**src/hw/rtl/rgb_to_hsv_converter_assert.svh**
```systemverilog
// ----------------------------------------------------------------------------
// rgb to hsv converter assertion macros
// shared property forms for the converter's concurrent checks
// ----------------------------------------------------------------------------
`ifndef RGB_TO_HSV_CONVERTER_ASSERT_SVH
`define RGB_TO_HSV_CONVERTER_ASSERT_SVH

// antecedent implies consequent in the same cycle
`define RGBHSV_ASSERT_IMPL(label, clk, rst_n, ante, cons) \
    label: assert property (@(posedge clk) disable iff (!rst_n) (ante) |-> (cons)) \
        else $error("rgbhsv check failed");

// antecedent implies consequent in the following cycle
`define RGBHSV_ASSERT_NEXT(label, clk, rst_n, ante, cons) \
    label: assert property (@(posedge clk) disable iff (!rst_n) (ante) |=> (cons)) \
        else $error("rgbhsv sequence check failed");

`endif

```
**src/hw/rtl/rgbhsv_pkg.sv**
```systemverilog
// ----------------------------------------------------------------------------
// rgbhsv_pkg
// word types, widths and sector codes for the rgb to hsv converter
// ----------------------------------------------------------------------------
`default_nettype none

package rgbhsv_pkg;

    localparam int CHANNEL_BITS  = 8;
    localparam int HUE_FRAC_BITS = 8;
    localparam int HUE_BITS      = HUE_FRAC_BITS + 3;
    localparam int HUE_UNIT      = 1 << HUE_FRAC_BITS;
    localparam int HUE_TURN      = 6 * HUE_UNIT;

    // one divider stage per quotient bit, enough for both quotients
    localparam int DIV_QUO_BITS  = (CHANNEL_BITS > HUE_FRAC_BITS + 1) ?
                                   CHANNEL_BITS : HUE_FRAC_BITS + 1;
    localparam int DIV_LATENCY   = DIV_QUO_BITS + 1;

    localparam logic [1:0] SECTOR_RED   = 2'd0;
    localparam logic [1:0] SECTOR_GREEN = 2'd1;
    localparam logic [1:0] SECTOR_BLUE  = 2'd2;

    typedef struct packed {
        logic [CHANNEL_BITS-1:0] red;
        logic [CHANNEL_BITS-1:0] green;
        logic [CHANNEL_BITS-1:0] blue;
    } t_rgb;

    typedef struct packed {
        logic [HUE_BITS-1:0]     hue;
        logic [CHANNEL_BITS-1:0] saturation;
        logic [CHANNEL_BITS-1:0] value;
    } t_hsv;

    // per-pixel info that rides alongside the dividers
    typedef struct packed {
        logic [1:0]              sector;
        logic                    neg;
        logic [CHANNEL_BITS-1:0] value;
    } t_side;

endpackage

`default_nettype wire

```
**src/hw/rtl/rgbhsv_front.sv**
```systemverilog
// ----------------------------------------------------------------------------
// rgbhsv_front
// two stages: max/min and sector pick, then span, difference and numerators
// ----------------------------------------------------------------------------
`default_nettype none

module rgbhsv_front (
    input  wire logic                                   i_clk,
    input  wire logic                                   i_rst_n,
    input  wire logic                                   i_valid,
    input  wire rgbhsv_pkg::t_rgb                       i_pixel,
    output logic                                        o_valid,
    output logic [2*rgbhsv_pkg::CHANNEL_BITS-1:0]       o_num_sat,
    output logic [rgbhsv_pkg::CHANNEL_BITS-1:0]         o_den_sat,
    output logic [rgbhsv_pkg::CHANNEL_BITS+rgbhsv_pkg::HUE_FRAC_BITS-1:0] o_num_hue,
    output logic [rgbhsv_pkg::CHANNEL_BITS-1:0]         o_den_hue,
    output rgbhsv_pkg::t_side                           o_side
);

    localparam int C = rgbhsv_pkg::CHANNEL_BITS;
    localparam int F = rgbhsv_pkg::HUE_FRAC_BITS;

    logic         w_g_ge_b;
    logic [1:0]   w_sector;
    logic [C-1:0] w_max, w_min, w_op_a, w_op_b;

    logic         r_s1_valid;
    logic [1:0]   r_s1_sector;
    logic [C-1:0] r_s1_max, r_s1_min, r_s1_op_a, r_s1_op_b;

    logic [C-1:0]   w_span, w_mag;
    logic           w_neg;
    logic [2*C-1:0] w_num_sat;

    logic             r_s2_valid;
    logic [2*C-1:0]   r_s2_num_sat;
    logic [C-1:0]     r_s2_den_sat;
    logic [C+F-1:0]   r_s2_num_hue;
    logic [C-1:0]     r_s2_den_hue;
    rgbhsv_pkg::t_side r_s2_side;

    // red wins ties over green, green over blue
    always_comb begin
        w_g_ge_b = (i_pixel.green >= i_pixel.blue);
        if (i_pixel.red >= i_pixel.green && i_pixel.red >= i_pixel.blue) begin
            w_sector = rgbhsv_pkg::SECTOR_RED;
            w_max    = i_pixel.red;
            w_op_a   = i_pixel.green;
            w_op_b   = i_pixel.blue;
        end else if (w_g_ge_b) begin
            w_sector = rgbhsv_pkg::SECTOR_GREEN;
            w_max    = i_pixel.green;
            w_op_a   = i_pixel.blue;
            w_op_b   = i_pixel.red;
        end else begin
            w_sector = rgbhsv_pkg::SECTOR_BLUE;
            w_max    = i_pixel.blue;
            w_op_a   = i_pixel.red;
            w_op_b   = i_pixel.green;
        end
        w_min = i_pixel.red;
        if (i_pixel.green < w_min) begin
            w_min = i_pixel.green;
        end
        if (i_pixel.blue < w_min) begin
            w_min = i_pixel.blue;
        end
    end

    always_ff @(posedge i_clk) begin
        if (!i_rst_n) begin
            r_s1_valid <= 1'b0;
        end else begin
            r_s1_valid <= i_valid;
        end
    end

    always_ff @(posedge i_clk) begin
        r_s1_sector <= w_sector;
        r_s1_max    <= w_max;
        r_s1_min    <= w_min;
        r_s1_op_a   <= w_op_a;
        r_s1_op_b   <= w_op_b;
    end

    // saturation numerator is span times full scale: (span << C) - span
    always_comb begin
        w_span    = r_s1_max - r_s1_min;
        w_neg     = (r_s1_op_a < r_s1_op_b);
        w_mag     = w_neg ? (r_s1_op_b - r_s1_op_a) : (r_s1_op_a - r_s1_op_b);
        w_num_sat = {w_span, {C{1'b0}}} - (2*C)'(w_span);
    end

    always_ff @(posedge i_clk) begin
        if (!i_rst_n) begin
            r_s2_valid <= 1'b0;
        end else begin
            r_s2_valid <= r_s1_valid;
        end
    end

    always_ff @(posedge i_clk) begin
        r_s2_num_sat      <= w_num_sat;
        r_s2_den_sat      <= r_s1_max;
        r_s2_num_hue      <= {w_mag, {F{1'b0}}};
        r_s2_den_hue      <= w_span;
        r_s2_side.sector  <= r_s1_sector;
        r_s2_side.neg     <= w_neg;
        r_s2_side.value   <= r_s1_max;
    end

    assign o_valid   = r_s2_valid;
    assign o_num_sat = r_s2_num_sat;
    assign o_den_sat = r_s2_den_sat;
    assign o_num_hue = r_s2_num_hue;
    assign o_den_hue = r_s2_den_hue;
    assign o_side    = r_s2_side;

endmodule

`default_nettype wire

```
**src/hw/rtl/rgbhsv_div.sv**
```systemverilog
// ----------------------------------------------------------------------------
// rgbhsv_div
// pipelined restoring divider, one quotient bit per stage
// ----------------------------------------------------------------------------
`default_nettype none

module rgbhsv_div #(
    parameter int NUM_W = 16,
    parameter int DEN_W = 8,
    parameter int QUO_W = 9
) (
    input  wire logic             i_clk,
    input  wire logic             i_rst_n,
    input  wire logic             i_valid,
    input  wire logic [NUM_W-1:0] i_num,
    input  wire logic [DEN_W-1:0] i_den,
    output logic                  o_valid,
    output logic [QUO_W-1:0]      o_quo,
    output logic [DEN_W-1:0]      o_rem
);

    // wide enough to hold the divisor shifted up to the top quotient bit
    localparam int W = (NUM_W > DEN_W + QUO_W) ? NUM_W : DEN_W + QUO_W;

    logic [QUO_W:0]   r_valid;
    logic [W-1:0]     r_rem [QUO_W+1];
    logic [DEN_W-1:0] r_den [QUO_W+1];
    logic [QUO_W-1:0] r_quo [QUO_W+1];

    // zero divisor only comes with a zero numerator; treat it as one
    always_ff @(posedge i_clk) begin
        if (!i_rst_n) begin
            r_valid[0] <= 1'b0;
        end else begin
            r_valid[0] <= i_valid;
        end
    end

    always_ff @(posedge i_clk) begin
        r_rem[0] <= W'(i_num);
        r_den[0] <= (i_den == '0) ? DEN_W'(1) : i_den;
        r_quo[0] <= '0;
    end

    for (genvar s = 1; s <= QUO_W; s++) begin : g_stage
        localparam int B = QUO_W - s;

        logic [W-1:0]     w_trial;
        logic             w_ge;
        logic [W-1:0]     n_rem;
        logic [QUO_W-1:0] n_quo;

        always_comb begin
            w_trial  = W'(r_den[s-1]) << B;
            w_ge     = (r_rem[s-1] >= w_trial);
            n_rem    = w_ge ? (r_rem[s-1] - w_trial) : r_rem[s-1];
            n_quo    = r_quo[s-1];
            n_quo[B] = w_ge;
        end

        always_ff @(posedge i_clk) begin
            if (!i_rst_n) begin
                r_valid[s] <= 1'b0;
            end else begin
                r_valid[s] <= r_valid[s-1];
            end
        end

        always_ff @(posedge i_clk) begin
            r_rem[s] <= n_rem;
            r_den[s] <= r_den[s-1];
            r_quo[s] <= n_quo;
        end
    end

    assign o_valid = r_valid[QUO_W];
    assign o_quo   = r_quo[QUO_W];
    assign o_rem   = r_rem[QUO_W][DEN_W-1:0];

endmodule

`default_nettype wire

```
**src/hw/rtl/rgb_to_hsv_converter.sv**
```systemverilog
// ----------------------------------------------------------------------------
// rgb_to_hsv_converter
// Pixel-rate RGB to HSV conversion. One pixel word is taken every clock
// (busy is never raised) and its HSV word appears on o_hsv with o_valid
// high for one cycle, after it passes two front stages, a ten-stage
// divider pipeline (nine quotient bits plus its input register) and the
// output register. The receiver cannot stall, so it must take every word
// in the cycle that o_valid marks. Hue is counted in 1/1536 of a turn,
// saturation and value in channel codes.
// ----------------------------------------------------------------------------
`default_nettype none

module rgb_to_hsv_converter (
    input  wire logic             i_clk,
    input  wire logic             i_rst_n,
    input  wire logic             start,
    output logic                  busy,
    input  wire rgbhsv_pkg::t_rgb i_pixel,
    output logic                  o_valid,
    output rgbhsv_pkg::t_hsv      o_hsv
);

`include "rgb_to_hsv_converter_assert.svh"

    localparam int C   = rgbhsv_pkg::CHANNEL_BITS;
    localparam int F   = rgbhsv_pkg::HUE_FRAC_BITS;
    localparam int H   = rgbhsv_pkg::HUE_BITS;
    localparam int Q   = rgbhsv_pkg::DIV_QUO_BITS;
    localparam int LAT = rgbhsv_pkg::DIV_LATENCY;

    logic              w_fr_valid;
    logic [2*C-1:0]    w_num_sat;
    logic [C-1:0]      w_den_sat;
    logic [C+F-1:0]    w_num_hue;
    logic [C-1:0]      w_den_hue;
    rgbhsv_pkg::t_side w_fr_side;

    logic              w_sv_valid, w_hv_valid;
    logic [Q-1:0]      w_sat_quo, w_hue_quo;
    logic [C-1:0]      w_hue_rem;

    rgbhsv_pkg::t_side r_side [LAT];

    logic signed [H:0] w_base, w_mag, w_frac, w_sum;
    rgbhsv_pkg::t_hsv  n_out;
    rgbhsv_pkg::t_hsv  r_out;
    logic              r_valid;

    assign busy = 1'b0;

    rgbhsv_front u_front (
        .i_clk     (i_clk),
        .i_rst_n   (i_rst_n),
        .i_valid   (start),
        .i_pixel   (i_pixel),
        .o_valid   (w_fr_valid),
        .o_num_sat (w_num_sat),
        .o_den_sat (w_den_sat),
        .o_num_hue (w_num_hue),
        .o_den_hue (w_den_hue),
        .o_side    (w_fr_side)
    );

    rgbhsv_div #(
        .NUM_W (2*C),
        .DEN_W (C),
        .QUO_W (Q)
    ) u_div_sat (
        .i_clk   (i_clk),
        .i_rst_n (i_rst_n),
        .i_valid (w_fr_valid),
        .i_num   (w_num_sat),
        .i_den   (w_den_sat),
        .o_valid (w_sv_valid),
        .o_quo   (w_sat_quo),
        .o_rem   ()
    );

    rgbhsv_div #(
        .NUM_W (C+F),
        .DEN_W (C),
        .QUO_W (Q)
    ) u_div_hue (
        .i_clk   (i_clk),
        .i_rst_n (i_rst_n),
        .i_valid (w_fr_valid),
        .i_num   (w_num_hue),
        .i_den   (w_den_hue),
        .o_valid (w_hv_valid),
        .o_quo   (w_hue_quo),
        .o_rem   (w_hue_rem)
    );

    // sector, sign and value follow the dividers
    always_ff @(posedge i_clk) begin
        r_side[0] <= w_fr_side;
        for (int i = 1; i < LAT; i++) begin
            r_side[i] <= r_side[i-1];
        end
    end

    // negative fractions round toward minus infinity: -(q + (rem != 0))
    always_comb begin
        unique case (r_side[LAT-1].sector)
            rgbhsv_pkg::SECTOR_RED:   w_base = '0;
            rgbhsv_pkg::SECTOR_GREEN: w_base = (H+1)'(2 * rgbhsv_pkg::HUE_UNIT);
            rgbhsv_pkg::SECTOR_BLUE:  w_base = (H+1)'(4 * rgbhsv_pkg::HUE_UNIT);
            default:                  w_base = '0;
        endcase
        if (r_side[LAT-1].neg) begin
            w_mag  = (H+1)'(w_hue_quo) + (H+1)'(w_hue_rem != '0);
            w_frac = -w_mag;
        end else begin
            w_mag  = (H+1)'(w_hue_quo);
            w_frac = w_mag;
        end
        w_sum = w_base + w_frac;
        if (w_sum[H]) begin
            w_sum = w_sum + (H+1)'(rgbhsv_pkg::HUE_TURN);
        end
        n_out.hue        = w_sum[H-1:0];
        n_out.saturation = w_sat_quo[C-1:0];
        n_out.value      = r_side[LAT-1].value;
    end

    always_ff @(posedge i_clk) begin
        if (!i_rst_n) begin
            r_valid <= 1'b0;
        end else begin
            r_valid <= w_hv_valid;
        end
    end

    always_ff @(posedge i_clk) begin
        r_out <= n_out;
    end

    assign o_valid = r_valid;
    assign o_hsv   = r_out;

    `RGBHSV_ASSERT_IMPL(a_div_aligned, i_clk, i_rst_n, 1'b1, w_sv_valid == w_hv_valid)
    `RGBHSV_ASSERT_NEXT(a_out_follows_div, i_clk, i_rst_n, w_hv_valid, o_valid)
    `RGBHSV_ASSERT_IMPL(a_hue_in_turn, i_clk, i_rst_n, o_valid, o_hsv.hue < H'(rgbhsv_pkg::HUE_TURN))
    `RGBHSV_ASSERT_IMPL(a_black_no_sat, i_clk, i_rst_n, o_valid && o_hsv.value == '0, o_hsv.saturation == '0 && o_hsv.hue == '0)

endmodule

`default_nettype wire
```
**config.mk**
```make
export PLATFORM = sky130hd
export DESIGN_NAME = rgb_to_hsv_converter
export DESIGN_NICKNAME = d
export VERILOG_FILES = /design/src/hw/rtl/rgbhsv_pkg.sv /design/src/hw/rtl/rgbhsv_front.sv /design/src/hw/rtl/rgbhsv_div.sv /design/src/hw/rtl/rgb_to_hsv_converter.sv
export VERILOG_INCLUDE_DIRS = /design/src /design/src/hw/rtl
export SDC_FILE = /design/constraint.sdc
export NUM_CORES = 1
export LEC_CHECK = 0
export BUFFER_PORTS_ARGS = -buffer_cell sky130_fd_sc_hd__buf_2
export CAP_MARGIN = 20
export CORE_MARGIN = 4
export CORE_UTILIZATION = 60
export DETAILED_ROUTE_END_ITERATION = 7
export PLACE_DENSITY = 0.84
export SETUP_SLACK_MARGIN = 0.3
export SYNTH_ARGS = -nofsm -noshare
export SYNTH_HDL_FRONTEND = slang
export SYNTH_SLANG_ARGS = --single-unit
```
**constraint.sdc**
```tcl
create_clock -name i_clk -period 9.26 [get_ports i_clk]
set_input_delay 1.389 -clock i_clk [delete_from_list [all_inputs] [get_ports i_clk]]
set_output_delay 1.389 -clock i_clk [all_outputs]
set_load 0.1 [all_outputs]
```
==> run metrics <==
first-pass iteration count of the detailed router=5; CTS clock-pin slew for the worst setup and hold paths=around 0.060 ns; FILL cells=~3200; fraction of final layout cells sized beyond drive strength 1=0.0905; clock tree from TritonCTS=done; most instantiated flip-flop cell in the synthesis netlist=dfxtp_1; mean area per synthesized cell=a little over 10 um2; RR Endpoint=o_hsv[26]; post-route clock period utilization=0.478; async set-reset flop share out of synthesis=0; number of flip-flops and latches in the synthesized netlist=just over 700; drc violations=0; global-route wire length before repair=85200 um; clk root buf=clkbuf_16; smallest hold slack=roughly 0.32 ns; synthesized netlist cell count=roughly 2700; worst skew pair latency=0.59 ns; maximum capacitance violations=0; worst slew margin relative to its limit=0.225; largest net degree at the start of global routing=approximately 50; global placement routability congestion=about 0.9; Antenna Diode Count=0; Vert. Die Dim=between 200 and 250 um; Gates resized, CTS repair=0; total detailed-routing wirelength=~51000 um; total die area=48900 um2; Synth Cell Area=27200 um2; number of clock buffers inserted by TritonCTS=slightly above 70; DRC violation total after the first TritonRoute iteration=between 1000 and 1500; DP Wirelength=between 30000 and 40000 um; detailed-route wire length per cell=15.1 um; transition at the pin with the smallest max-transition slack=1.16 ns; Tmin final=approximately 4.4 ns; Worst Min Path Start=r_side[4][7]; via count normalized by instance count=about 5.4; total overflow reported by the global router=0; Buffers on Ports=54; launch instance of the worst register-to-register path=u_div_hue.r_rem[9][5]; final-report max-slew violation count=0; distinct cell type count after synthesis=81; count of buffers added by post-CTS timing repair for setup=0; number of clock sinks=~720; type of destination of the critical path=register; number of nets with antenna violations after routing=0; H-tree levels=3; row count=slightly below 80; type of the most critical hold path=reg -> reg; final clock skew=approximately 0.019 ns; synthesis-to-finish area growth=12.3%; maximum clock frequency=about 230 MHz; number of buffers inserted for hold repair after clock tree synthesis=0; number of vias in the routed layout=roughly 18000; Overall Global Routing Usage=0.204; worst endpoint data arrival time=between 4 and 5 ns; Yosys warning count=0; fraction of the yosys area taken by sequential cells=0.528; count of final setup violators=0; accumulated negative setup slack=0 ns; unrepaired setup endpoints after global routing=false; Cell Area, Placed=approximately 28000 um2; Longest Clk Path Bufs=3; required time of the critical path=a little under 10 ns; startpoint types=register; Layout Nets=2990; cells taking the most area after synthesis=dfxtp_1 53%, ha_1 9.7%, inv_1 3.5%; top fanout value on the critical path=7; fraction of the core area covered by cells at the end of the flow=0.687; CORE AREA=about 45000 um2; number of nets in the synthesized netlist=2911; number of cells traversed by the worst hold path=0; EDFF count, synth=0; outcome=finished clean; starting density of the core=0.612; antenna violations before repair=0; count of final hold-check violations=0; Worst Hold End=r_side[5][7]; worst setup slack for register-to-register paths=roughly 4.8 ns; post-route cell area=~31000 um2; width of the die=about 220 um; worst reg2reg path depth=17; I/O pin total=56; proportion of netlist area held by the largest area contributor=0.528; library cell occupying the most area in the post-synthesis netlist=dfxtp_1; startpoint-to-endpoint class of the critical path=reg -> reg; vias in the first global route=roughly 19000
==> sequential cells by signal (all words and copies together) (netlist names), 2 cells and up <==
| name | count |
|---|---|
| u_front.r_s1_min | 8 |
| u_front.o_den_hue | 7 |
| u_div_hue.r_rem | 116 |
| u_div_sat.r_den | 72 |
| u_div_hue.r_valid | 9 |
| u_div_hue.r_quo | 45 |
| u_front.r_s1_sector | 2 |
| u_front.o_num_hue | 8 |
| u_front.o_den_sat | 8 |
| u_front.r_s1_op_a | 8 |
| u_div_sat.r_quo | 36 |
| o_hsv | 27 |
| u_front.o_num_sat | 16 |
| u_div_hue.r_den | 72 |
| u_front.o_side | 3 |
| u_front.r_s1_max | 8 |
| r_side | 110 |
| u_div_sat.r_rem | 152 |
| u_front.r_s1_op_b | 8 |
==> worst max-delay path: stages, from the launching register on <==
cell and delay [ns]:
dfxtp_1 0.30, or4_1 0.53, nor2_1 0.15, ha_1 0.17, ha_1 0.17, inv_1 0.05, ha_1 0.20, or2_2 0.30
a21oi_1 0.17, o21ai_0 0.12, a21oi_1 0.20, and2_0 0.32, nor3_1 0.12, ha_1 0.23, fa_1 0.46, or4_1 0.57
o211ai_1 0.18, or3_1 0.12
==> kinds of logic (layout without fill, tap and decap cells) <==
kind of cell	count (synthesis)	count (layout)	share of synthesized area
buffers and inverters	314	448	0.0442
and+or+nand+nor	670	670	0.124
other	1	1	0.000138
muxes	91	91	0.0351
adders and majority gates	232	232	0.112
xor gates and xnor gates	140	140	0.0450
DFF	719	719	0.528
AOI/OAI and AO/OA	485	485	0.111
==> final cells by class <==
cell class	count	area, um2	share of cell area
repair buffers	62	330	0.0108
clock buffers	92	2040	0.0667
well taps	592	741	0.0242
inverters	258	968	0.0317
flip-flops and latches	719	14400	0.470
multi-input cells	1619	11700	0.381
clock inverters	36	458	0.0150
==> routing by layer <==
layer,up-vias,share of wire,global-route usage
li1,9184,-,-
met1,8501,0.40,0.216
met2,423,0.53,0.396
met3,122,0.037,0.0323
met4,0,0.032,0.0890
met5,-,0,0
==> metrics by stage <==
step / worst slack (ns) / cells
floorplan: 4.78 / 2652
global placement: 4.14 / 3246
detailed placement: 4.08 / 3246
CTS: 4.68 / 3374
global route: 4.57 / 3378
finish: 4.84 / 3378
==> cell usage after synthesis, types with 7 or more instances <==
master    number
dfxtp_1      719
inv_1        256
ha_1         211
o21ai_0      183
nand2_1      171
nor2_1       152
a21oi_1      108
xor2_1        75
xnor2_1       65
mux2i_1       54
nor3_1        54
nand2b_1      53
nor2b_1       49
clkbuf_1      45
o21a_1        44
mux2_2        37
nor4_1        30
nand3_1       28
nand4_1       26
a21o_1        24
and2_1        23
fa_1          21
or3_1         21
o31ai_1       19
or4_1         14
a211oi_1      13
a31oi_1       10
nor4b_1       10
o211ai_1       9
or2_2          9
buf_2          8
a211o_1        7
==> worst max-delay path by stage <==
stage,slack [ns],from,to,cells after the start
final,4.84,u_div_hue.r_rem[9][5],o_hsv[26],17
after CTS,4.68,i_pixel[9],u_front.r_s1_min[0],16
after global placement,4.14,i_pixel[9],u_front.r_s1_min[4],16
after global routing,4.57,u_div_hue.r_rem[9][5],o_hsv[26],17
after detailed placement,4.08,i_pixel[9],u_front.r_s1_min[0],16
after floorplan,4.78,i_pixel[9],u_front.r_s1_min[0],16
==> placed cells by master (no fill, tap or decap), types with 37 or more instances in the layout <==
cell type / n
buf_2: 54
clkbuf_16: 74
xnor2_1: 65
dfxtp_1: 719
nand2b_1: 53
nor2_1: 152
nor3_1: 54
mux2_2: 37
xor2_1: 75
inv_1: 256
nor2b_1: 49
o21a_1: 44
o21ai_0: 183
nand2_1: 171
ha_1: 211
a21oi_1: 107
mux2i_1: 54
Power is left out: the tool's default activity adds up to more than one toggle a clock period on the data nets, which glitch-free logic cannot reach.
